[src/rtl/ycbcr422_to_bgrx_converter_unit_defines.svh]
// Assertion macros shared by the converter RTL.
`ifndef YCBCR422_TO_BGRX_CONVERTER_UNIT_DEFINES_SVH
`define YCBCR422_TO_BGRX_CONVERTER_UNIT_DEFINES_SVH

// Same-cycle implication, disabled while reset is asserted.
`define YCC_ASSERT_IMPL(label, clk, rst_n, ante, cons) \
    label: assert property (@(posedge clk) disable iff (!(rst_n)) (ante) |-> (cons)) \
        else $error("same-cycle check failed");

// Next-cycle implication, disabled while reset is asserted.
`define YCC_ASSERT_NEXT(label, clk, rst_n, ante, cons) \
    label: assert property (@(posedge clk) disable iff (!(rst_n)) (ante) |=> (cons)) \
        else $error("next-cycle check failed");

`endif

[src/rtl/ycc2bgr_pkg.sv]
// Constants, types and conversion function for the YCbCr 4:2:2 to BGR converter.
package ycc2bgr_pkg;

    localparam int LINE_MAX = 4096;
    localparam int COL_W    = $clog2(LINE_MAX);
    localparam int WIDTH_W  = 13;
    localparam int PIX_W    = 8;
    localparam int SUM_W    = 28;
    localparam int FRAC_W   = 16;

    localparam int PADDR_W  = 3;
    localparam int PDATA_W  = 32;

    typedef enum logic [0:0] {
        REG_LINE_WIDTH = 1'b0
    } t_reg_idx;

    localparam logic [WIDTH_W-1:0] LINE_WIDTH_RESET = WIDTH_W'(640);

    localparam logic signed [SUM_W-1:0] K_LUMA     = SUM_W'(76284);
    localparam logic signed [SUM_W-1:0] K_CR_RED   = SUM_W'(104595);
    localparam logic signed [SUM_W-1:0] K_CR_GREEN = SUM_W'(53281);
    localparam logic signed [SUM_W-1:0] K_CB_GREEN = SUM_W'(25690);
    localparam logic signed [SUM_W-1:0] K_CB_BLUE  = SUM_W'(132186);

    localparam logic signed [PIX_W:0] LUMA_OFS   = (PIX_W+1)'(16);
    localparam logic signed [PIX_W:0] CHROMA_OFS = (PIX_W+1)'(128);

    typedef struct packed {
        logic [PIX_W-1:0] blue;
        logic [PIX_W-1:0] green;
        logic [PIX_W-1:0] red;
    } t_pixel;

    function automatic logic [PIX_W-1:0] clip_q16(input logic signed [SUM_W-1:0] sum);
        logic [SUM_W-FRAC_W-1:0] v;
        logic [PIX_W-1:0]        res;
        v = sum[SUM_W-1:FRAC_W];
        if (sum[SUM_W-1]) begin
            res = '0;
        end else if (v > (SUM_W-FRAC_W)'(255)) begin
            res = '1;
        end else begin
            res = v[PIX_W-1:0];
        end
        return res;
    endfunction

    function automatic t_pixel convert_pixel(input logic [PIX_W-1:0] luma,
                                             input logic [PIX_W-1:0] cb,
                                             input logic [PIX_W-1:0] cr);
        logic signed [PIX_W:0]   y9;
        logic signed [PIX_W:0]   cb9;
        logic signed [PIX_W:0]   cr9;
        logic signed [SUM_W-1:0] base;
        t_pixel                  px;
        y9   = $signed({1'b0, luma}) - LUMA_OFS;
        cb9  = $signed({1'b0, cb}) - CHROMA_OFS;
        cr9  = $signed({1'b0, cr}) - CHROMA_OFS;
        base = K_LUMA * SUM_W'(y9);
        px.blue  = clip_q16(base + K_CB_BLUE * SUM_W'(cb9));
        px.green = clip_q16(base - K_CR_GREEN * SUM_W'(cr9) - K_CB_GREEN * SUM_W'(cb9));
        px.red   = clip_q16(base + K_CR_RED * SUM_W'(cr9));
        return px;
    endfunction

endpackage

[src/rtl/ycbcr422_to_bgrx_converter_unit.sv]
// Top level: YCbCr 4:2:2 macropixel to BGR pixel stream converter (BT.601 video range).
//
// Each input item is one macropixel (Y1, Cb, Y2, Cr) and yields one or two BGR
// pixels on the output channel, one pixel per cycle while i_out_ready does not
// stall the output register. An item stays in the input register until its last
// pixel is sent; it yields one pixel when its second pixel falls past the line
// width. Each pixel is converted combinationally from the input register and
// registered in the output register. The next item is taken in the cycle the
// last pixel of the current one moves to the output register. line_width (APB
// offset 0, reset 640) is clamped to 1..4096; o_last_of_pair marks the final
// pixel of an item and o_line_end the last pixel of a line.
`include "ycbcr422_to_bgrx_converter_unit_defines.svh"

module ycbcr422_to_bgrx_converter_unit
    import ycc2bgr_pkg::*;
(
    input  logic               i_clk,
    input  logic               i_rst_n,

    input  logic               psel,
    input  logic               penable,
    input  logic               pwrite,
    input  logic [PADDR_W-1:0] paddr,
    input  logic [PDATA_W-1:0] pwdata,
    output logic [PDATA_W-1:0] prdata,
    output logic               pready,

    input  logic               i_in_valid,
    output logic               o_in_ready,
    input  logic [PIX_W-1:0]   i_luma_first,
    input  logic [PIX_W-1:0]   i_chroma_blue,
    input  logic [PIX_W-1:0]   i_luma_second,
    input  logic [PIX_W-1:0]   i_chroma_red,

    output logic               o_out_valid,
    input  logic               i_out_ready,
    output logic [PIX_W-1:0]   o_blue_out,
    output logic [PIX_W-1:0]   o_green_out,
    output logic [PIX_W-1:0]   o_red_out,
    output logic               o_last_of_pair,
    output logic               o_line_end
);

    logic [WIDTH_W-1:0] r_line_width;
    logic [COL_W-1:0]   r_col, n_col;

    logic               r_in_valid;
    logic               r_phase;
    logic               r_second;
    logic               r_le1;
    logic               r_le2;
    logic [PIX_W-1:0]   r_y1, r_y2, r_cb, r_cr;

    logic               r_out_valid;
    t_pixel             r_pix;
    logic               r_last;
    logic               r_le;

    logic               cfg_wr;
    logic [WIDTH_W-1:0] w_eff;
    logic               n_second;
    logic               n_le2;
    logic [COL_W+1:0]   col_plus2;
    logic               in_acc;
    logic               load_out;
    logic               in_done;
    logic [PIX_W-1:0]   sel_luma;
    t_pixel             n_pix;

    // Configuration port
    assign pready = 1'b1;
    assign cfg_wr = psel && penable && pwrite && (paddr[PADDR_W-1] == REG_LINE_WIDTH);
    assign prdata = (paddr[PADDR_W-1] == REG_LINE_WIDTH) ?
                    PDATA_W'(r_line_width) : '0;

    always_ff @(posedge i_clk) begin
        if (!i_rst_n) begin
            r_line_width <= LINE_WIDTH_RESET;
        end else if (cfg_wr) begin
            r_line_width <= pwdata[WIDTH_W-1:0];
        end
    end

    // Line position
    always_comb begin
        if (r_line_width == '0) begin
            w_eff = WIDTH_W'(1);
        end else if (r_line_width > WIDTH_W'(LINE_MAX)) begin
            w_eff = WIDTH_W'(LINE_MAX);
        end else begin
            w_eff = r_line_width;
        end
        col_plus2 = (COL_W+2)'(r_col) + (COL_W+2)'(2);
        n_second  = ((WIDTH_W)'(r_col) + WIDTH_W'(1)) < w_eff;
        n_le2     = col_plus2 >= (COL_W+2)'(w_eff);
        n_col     = n_le2 ? '0 : col_plus2[COL_W-1:0];
    end

    // Handshake
    assign load_out   = r_in_valid && (!r_out_valid || i_out_ready);
    assign in_done    = load_out && (r_phase || !r_second);
    assign o_in_ready = !r_in_valid || in_done;
    assign in_acc     = i_in_valid && o_in_ready;

    always_ff @(posedge i_clk) begin
        if (!i_rst_n) begin
            r_col      <= '0;
            r_in_valid <= 1'b0;
            r_phase    <= 1'b0;
        end else begin
            if (in_acc) begin
                r_col      <= n_col;
                r_in_valid <= 1'b1;
                r_phase    <= 1'b0;
            end else if (in_done) begin
                r_in_valid <= 1'b0;
                r_phase    <= 1'b0;
            end else if (load_out) begin
                r_phase    <= 1'b1;
            end
        end
    end

    always_ff @(posedge i_clk) begin
        if (in_acc) begin
            r_y1     <= i_luma_first;
            r_y2     <= i_luma_second;
            r_cb     <= i_chroma_blue;
            r_cr     <= i_chroma_red;
            r_second <= n_second;
            r_le1    <= !n_second;
            r_le2    <= n_le2;
        end
    end

    // Conversion
    assign sel_luma = r_phase ? r_y2 : r_y1;
    assign n_pix    = convert_pixel(sel_luma, r_cb, r_cr);

    always_ff @(posedge i_clk) begin
        if (!i_rst_n) begin
            r_out_valid <= 1'b0;
        end else if (load_out) begin
            r_out_valid <= 1'b1;
        end else if (i_out_ready) begin
            r_out_valid <= 1'b0;
        end
    end

    always_ff @(posedge i_clk) begin
        if (load_out) begin
            r_pix  <= n_pix;
            r_last <= r_phase || !r_second;
            r_le   <= r_phase ? r_le2 : r_le1;
        end
    end

    assign o_out_valid    = r_out_valid;
    assign o_blue_out     = r_pix.blue;
    assign o_green_out    = r_pix.green;
    assign o_red_out      = r_pix.red;
    assign o_last_of_pair = r_last;
    assign o_line_end     = r_le;

    `YCC_ASSERT_IMPL(a_phase_needs_second, i_clk, i_rst_n, r_in_valid && r_phase, r_second)
    `YCC_ASSERT_IMPL(a_mid_pair_not_line_end, i_clk, i_rst_n, r_out_valid && !r_last, !r_le)
    `YCC_ASSERT_NEXT(a_accept_loads_first, i_clk, i_rst_n, in_acc, r_in_valid && !r_phase)
    `YCC_ASSERT_NEXT(a_first_pixel_follows, i_clk, i_rst_n, in_acc, r_out_valid || load_out || r_in_valid)

endmodule
[config.mk]
export PLATFORM = sky130hd
export DESIGN_NAME = ycbcr422_to_bgrx_converter_unit
export DESIGN_NICKNAME = d
export VERILOG_FILES = /design/src/rtl/ycc2bgr_pkg.sv /design/src/rtl/ycbcr422_to_bgrx_converter_unit.sv
export VERILOG_INCLUDE_DIRS = /design/src /design/src/rtl
export SDC_FILE = /design/constraint.sdc
export NUM_CORES = 1
export LEC_CHECK = 0
export BUFFER_PORTS_ARGS = -buffer_cell sky130_fd_sc_hd__clkbuf_2
export CAP_MARGIN = 20
export CORE_MARGIN = 8
export CORE_UTILIZATION = 45
export CTS_BUF_LIST = sky130_fd_sc_hd__clkbuf_16
export DETAILED_ROUTE_END_ITERATION = 12
export SYNTH_ARGS = -nofsm -noshare
export SYNTH_HDL_FRONTEND = slang
export SYNTH_SLANG_ARGS = --single-unit
[constraint.sdc]
create_clock -name i_clk -period 14.33 [get_ports i_clk]
set_input_delay 3.5825 -clock i_clk [delete_from_list [all_inputs] [get_ports i_clk]]
set_output_delay 3.5825 -clock i_clk [all_outputs]
set_load 0.05 [all_outputs]
==> key figures <==
Status
  – Result of the run: completed

Logic synthesis
  – Sequential fraction of the synthesis area: 14.75%
  – Post-synthesis sequential element count: 88
  – Asr flop ratio synth: 0%
  – Top FF cell, synth: sky130_fd_sc_hd__edfxtp_1
  – Mapped cell area: 16080 um^2
  – Avg Synthesized Cell Area: 9.435 um^2
  – Number of enable-type register cells in the synthesized netlist: 61
  – Xor/xnor cell area share of the yosys netlist: 4.560%
  – Distinct cells, synth: 69
  – Portion of netlist area occupied by mux cells: 0.7704%
  – Combinational family with the most area after synthesis: adder cells
  – Cells after Synth: 1704
  – Simple-gate portion of the synthesized area: 8.506%
  – Adder-cell share of the synthesized area: 49.76%
  – Number of warnings reported in the yosys synthesis log: 0
  – Compound-gate portion of the synthesized area: 11.63%

CTS
  – Number of instances resized during post-cts repair: 0
  – Clock-pin transition on the worst setup and hold timing paths: 0.07 ns
  – Clock tree root buffer cell: sky130_fd_sc_hd__clkbuf_16
  – Number of buffers between clock root and the deepest sink: 2
  – CTS sink count: 88
  – Post-CTS Hold Fix Bufs: 0
  – Total clock buffers created by CTS: 9
  – Total setup buffers inserted after CTS: 0
  – Clock tree from TritonCTS: yes
  – Clock Latency Late Sink: 0.38 ns
  – Maximum level of the CTS H-tree: 3

Floorplan
  – Initial Util: 45.42%
  – Number of top-level pins: 135
  – Die Area: 42030 um^2
  – Std-Cell Rows: 69
  – Vertical die dimension: 205.0 um
  – DIE WIDTH: 205.0 um
  – Area of the placeable core: 35400 um^2

Final layout
  – Most frequent cells in the layout: sky130_fd_sc_hd__ha_1 (413), sky130_fd_sc_hd__inv_1 (367), sky130_fd_sc_hd__fa_1 (141), sky130_fd_sc_hd__clkbuf_2 (93), sky130_fd_sc_hd__nand2_1 (81)
  – Most frequent standard cell in the layout excluding fill and tap cells: sky130_fd_sc_hd__ha_1
  – Number of cells in the finished layout apart from fillers: 2256
  – Net count, final: 2418
  – Count of inserted antenna diode cells: 0
  – Fraction of final layout cells with drive strength greater than 1: 7.577%
  – Layout area overhead: 7.634%

Setup path
  – Delay of the slowest critical-path stage: 0.81 ns
  – Startpoint kind of the worst setup timing path: flip-flop
  – Top cell family by delay on the critical path: adder cells
  – Category of the worst setup path capture point: flip-flop
  – Critical path buffers and inverters: 6
  – Worst EP required: 14.42 ns
  – Critical Path Slowest Stage Cell: sky130_fd_sc_hd__mux2i_1
  – Highest fanout seen on the critical path: 13
  – Critical path data arrival time: 11.18 ns
  – Worst setup path category: flip-flop to flip-flop

Global routing
  – Maximum number of pins on one net before global-route repair: 47
  – Initial antenna violation count: 0
  – Overall routing resource usage: 17.15%
  – Global-route wire length before repair: 58380 um
  – Overflow left after global routing: 0
  – Number of global-route vias before repair: 11869

STA
  – Slew Viols, Final: 0
  – Headroom to the max-slew limit: 30.34%
  – RSZ-0062 raised after global routing: false
  – Number of hold-slack violations in the final timing report: 0
  – Setup total negative slack: 0 ns
  – Final clock skew: 0.01480 ns
  – Fin crit share: 77.42%
  – Final Setup Violations: 0
  – Maximum clock frequency: 90.13 MHz
  – Time the final worst path needs with I/O delays and setup: 11.09 ns
  – Least-Margin Pin Slew: 1.034 ns

Placement
  – Weighted congestion at the end of routability-driven global placement: 0.8138
  – Port buffer count: 93
  – HPWL Detailed: 30200 um
  – Cell count after placement: 2238

Route
  – Total iterations of the first detailed-routing run: 5
  – DRC: 0
  – Total number of vias: 11424
  – Number of routed nets with antenna violations: 0
  – DRT iter0 DRCs: 376
  – Routed WL per cell: 15.22 um
  – Via density per instance: 5.064
  – Sum of routed wire length over all layers: 34330 um

Flow run
  – Max-cap violation count: 0

Worst hold path
  – Class of the most critical hold timing path: flip-flop to flip-flop
-- Yosys cell counts (3+ instances only) --
library cell	number	area share, %
sky130_fd_sc_hd__nor4_1	5	0.19
sky130_fd_sc_hd__nand4_1	9	0.35
sky130_fd_sc_hd__mux2_2	3	0.21
sky130_fd_sc_hd__o211a_1	3	0.19
sky130_fd_sc_hd__edfxtp_1	61	11
sky130_fd_sc_hd__a21oi_1	72	2.2
sky130_fd_sc_hd__o21bai_1	7	0.33
sky130_fd_sc_hd__nand3_1	31	0.96
sky130_fd_sc_hd__clkbuf_1	19	0.44
sky130_fd_sc_hd__o211ai_1	10	0.47
sky130_fd_sc_hd__a21boi_0	14	0.65
sky130_fd_sc_hd__nand2b_1	15	0.58
sky130_fd_sc_hd__nand2_1	81	1.9
sky130_fd_sc_hd__and3_1	5	0.19
sky130_fd_sc_hd__nor2_1	49	1.1
sky130_fd_sc_hd__ha_1	413	32
sky130_fd_sc_hd__xor2_1	28	1.5
sky130_fd_sc_hd__mux2i_1	9	0.56
sky130_fd_sc_hd__inv_1	367	8.6
sky130_fd_sc_hd__a31oi_1	9	0.35
sky130_fd_sc_hd__o31a_1	3	0.16
sky130_fd_sc_hd__buf_4	20	0.93
sky130_fd_sc_hd__nor3_1	23	0.72
sky130_fd_sc_hd__o21a_1	30	1.4
sky130_fd_sc_hd__or2_2	10	0.39
sky130_fd_sc_hd__xnor2_1	52	2.8
sky130_fd_sc_hd__nor2b_1	25	0.97
sky130_fd_sc_hd__o21ai_0	53	1.6
sky130_fd_sc_hd__o31ai_1	6	0.28
sky130_fd_sc_hd__dfxtp_1	27	3.4
sky130_fd_sc_hd__a211oi_1	14	0.65
sky130_fd_sc_hd__and2_1	8	0.31
sky130_fd_sc_hd__a21o_1	31	1.4
sky130_fd_sc_hd__fa_1	141	18
sky130_fd_sc_hd__or3_1	6	0.23
-- worst register-to-register path, delay by kind of cell, from the launching register on --
family / cells / cell delay [ns]
AO/OA/AOI/OAI: 13 / 2.79
XOR/XNOR: 3 / 0.94
adder cells (fa/ha/maj): 11 / 4.24
buffers and inverters: 6 / 0.59
flip-flops: 1 / 0.75
multiplexers: 2 / 1.22
AND/OR/NAND/NOR: 2 / 0.30
-- routing by layer --
layer	share of wire, %	track usage [%]	up-vias	routed length (um)
li1	-	-	5864	-
met1	49	22.76	5377	16680
met2	47	29.08	161	16010
met3	3.6	2.736	22	1231
met4	1.2	3.625	0	404
met5	0	0	-	0
-- stage by stage --
| step | setup WS [ns] | hold WS, ns | util (%) | cell area, um^2 |
|---|---|---|---|---|
| 2_1_floorplan | 4.780 | 0.4449 | - | 16150 |
| 3_3_place_gp | 3.359 | 0.4688 | 47.96 | 16980 |
| 3_5_place_dp | 3.225 | 0.4776 | 47.96 | 16980 |
| 4_1_cts | 3.175 | 0.4937 | 48.76 | 17260 |
| 5_1_grt | 2.144 | 0.5266 | 48.89 | 17310 |
| 6_report | 3.236 | 0.4891 | 48.89 | 17310 |
-- flip-flops by register name, summed over array words and instances, names as in the netlist, 8 cells and up --
| signal | count |
|---|---|
| r_line_width | 13 |
| r_col | 11 |
| o_blue_out | 8 |
| o_green_out | 8 |
| o_red_out | 8 |
| r_cb | 8 |
| r_cr | 8 |
| r_y1 | 8 |
| r_y2 | 8 |
-- cell families (layout without fill, tap and decap cells) --
kind of cell | after synthesis | in the layout
AO/OA/AOI/OAI | 280 | 280
buffers and inverters | 407 | 479
XOR/XNOR | 82 | 82
adder cells (fa/ha/maj) | 555 | 555
AND/OR/NAND/NOR | 278 | 278
flip-flops | 88 | 88
other | 2 | 21
multiplexers | 12 | 12
-- cell type report --
class | count | area [um^2]
tap | 461 | 576.8
multi-input combinational | 1228 | 12180
sequential | 88 | 2372
clock buffer | 9 | 225.2
fill | 3399 | 18090
timing repair buffer | 96 | 520.5
inverter | 367 | 1378
clock inverter | 7 | 57.56
-- path summary, 6_finish.rpt --
path	startpoint	end	slack, ns	depth (start not counted)
setup / recovery	r_phase	o_green_out[2]	3.24	37
hold / removal	r_col[11]	r_col[11]	0.49	2
setup reg to reg	r_phase	o_green_out[2]	3.24	37
hold reg to reg	r_col[11]	r_col[11]	0.49	2
Power is not shown: default switching activity piles up to over one toggle a cycle in this logic, so the estimate is an artifact.
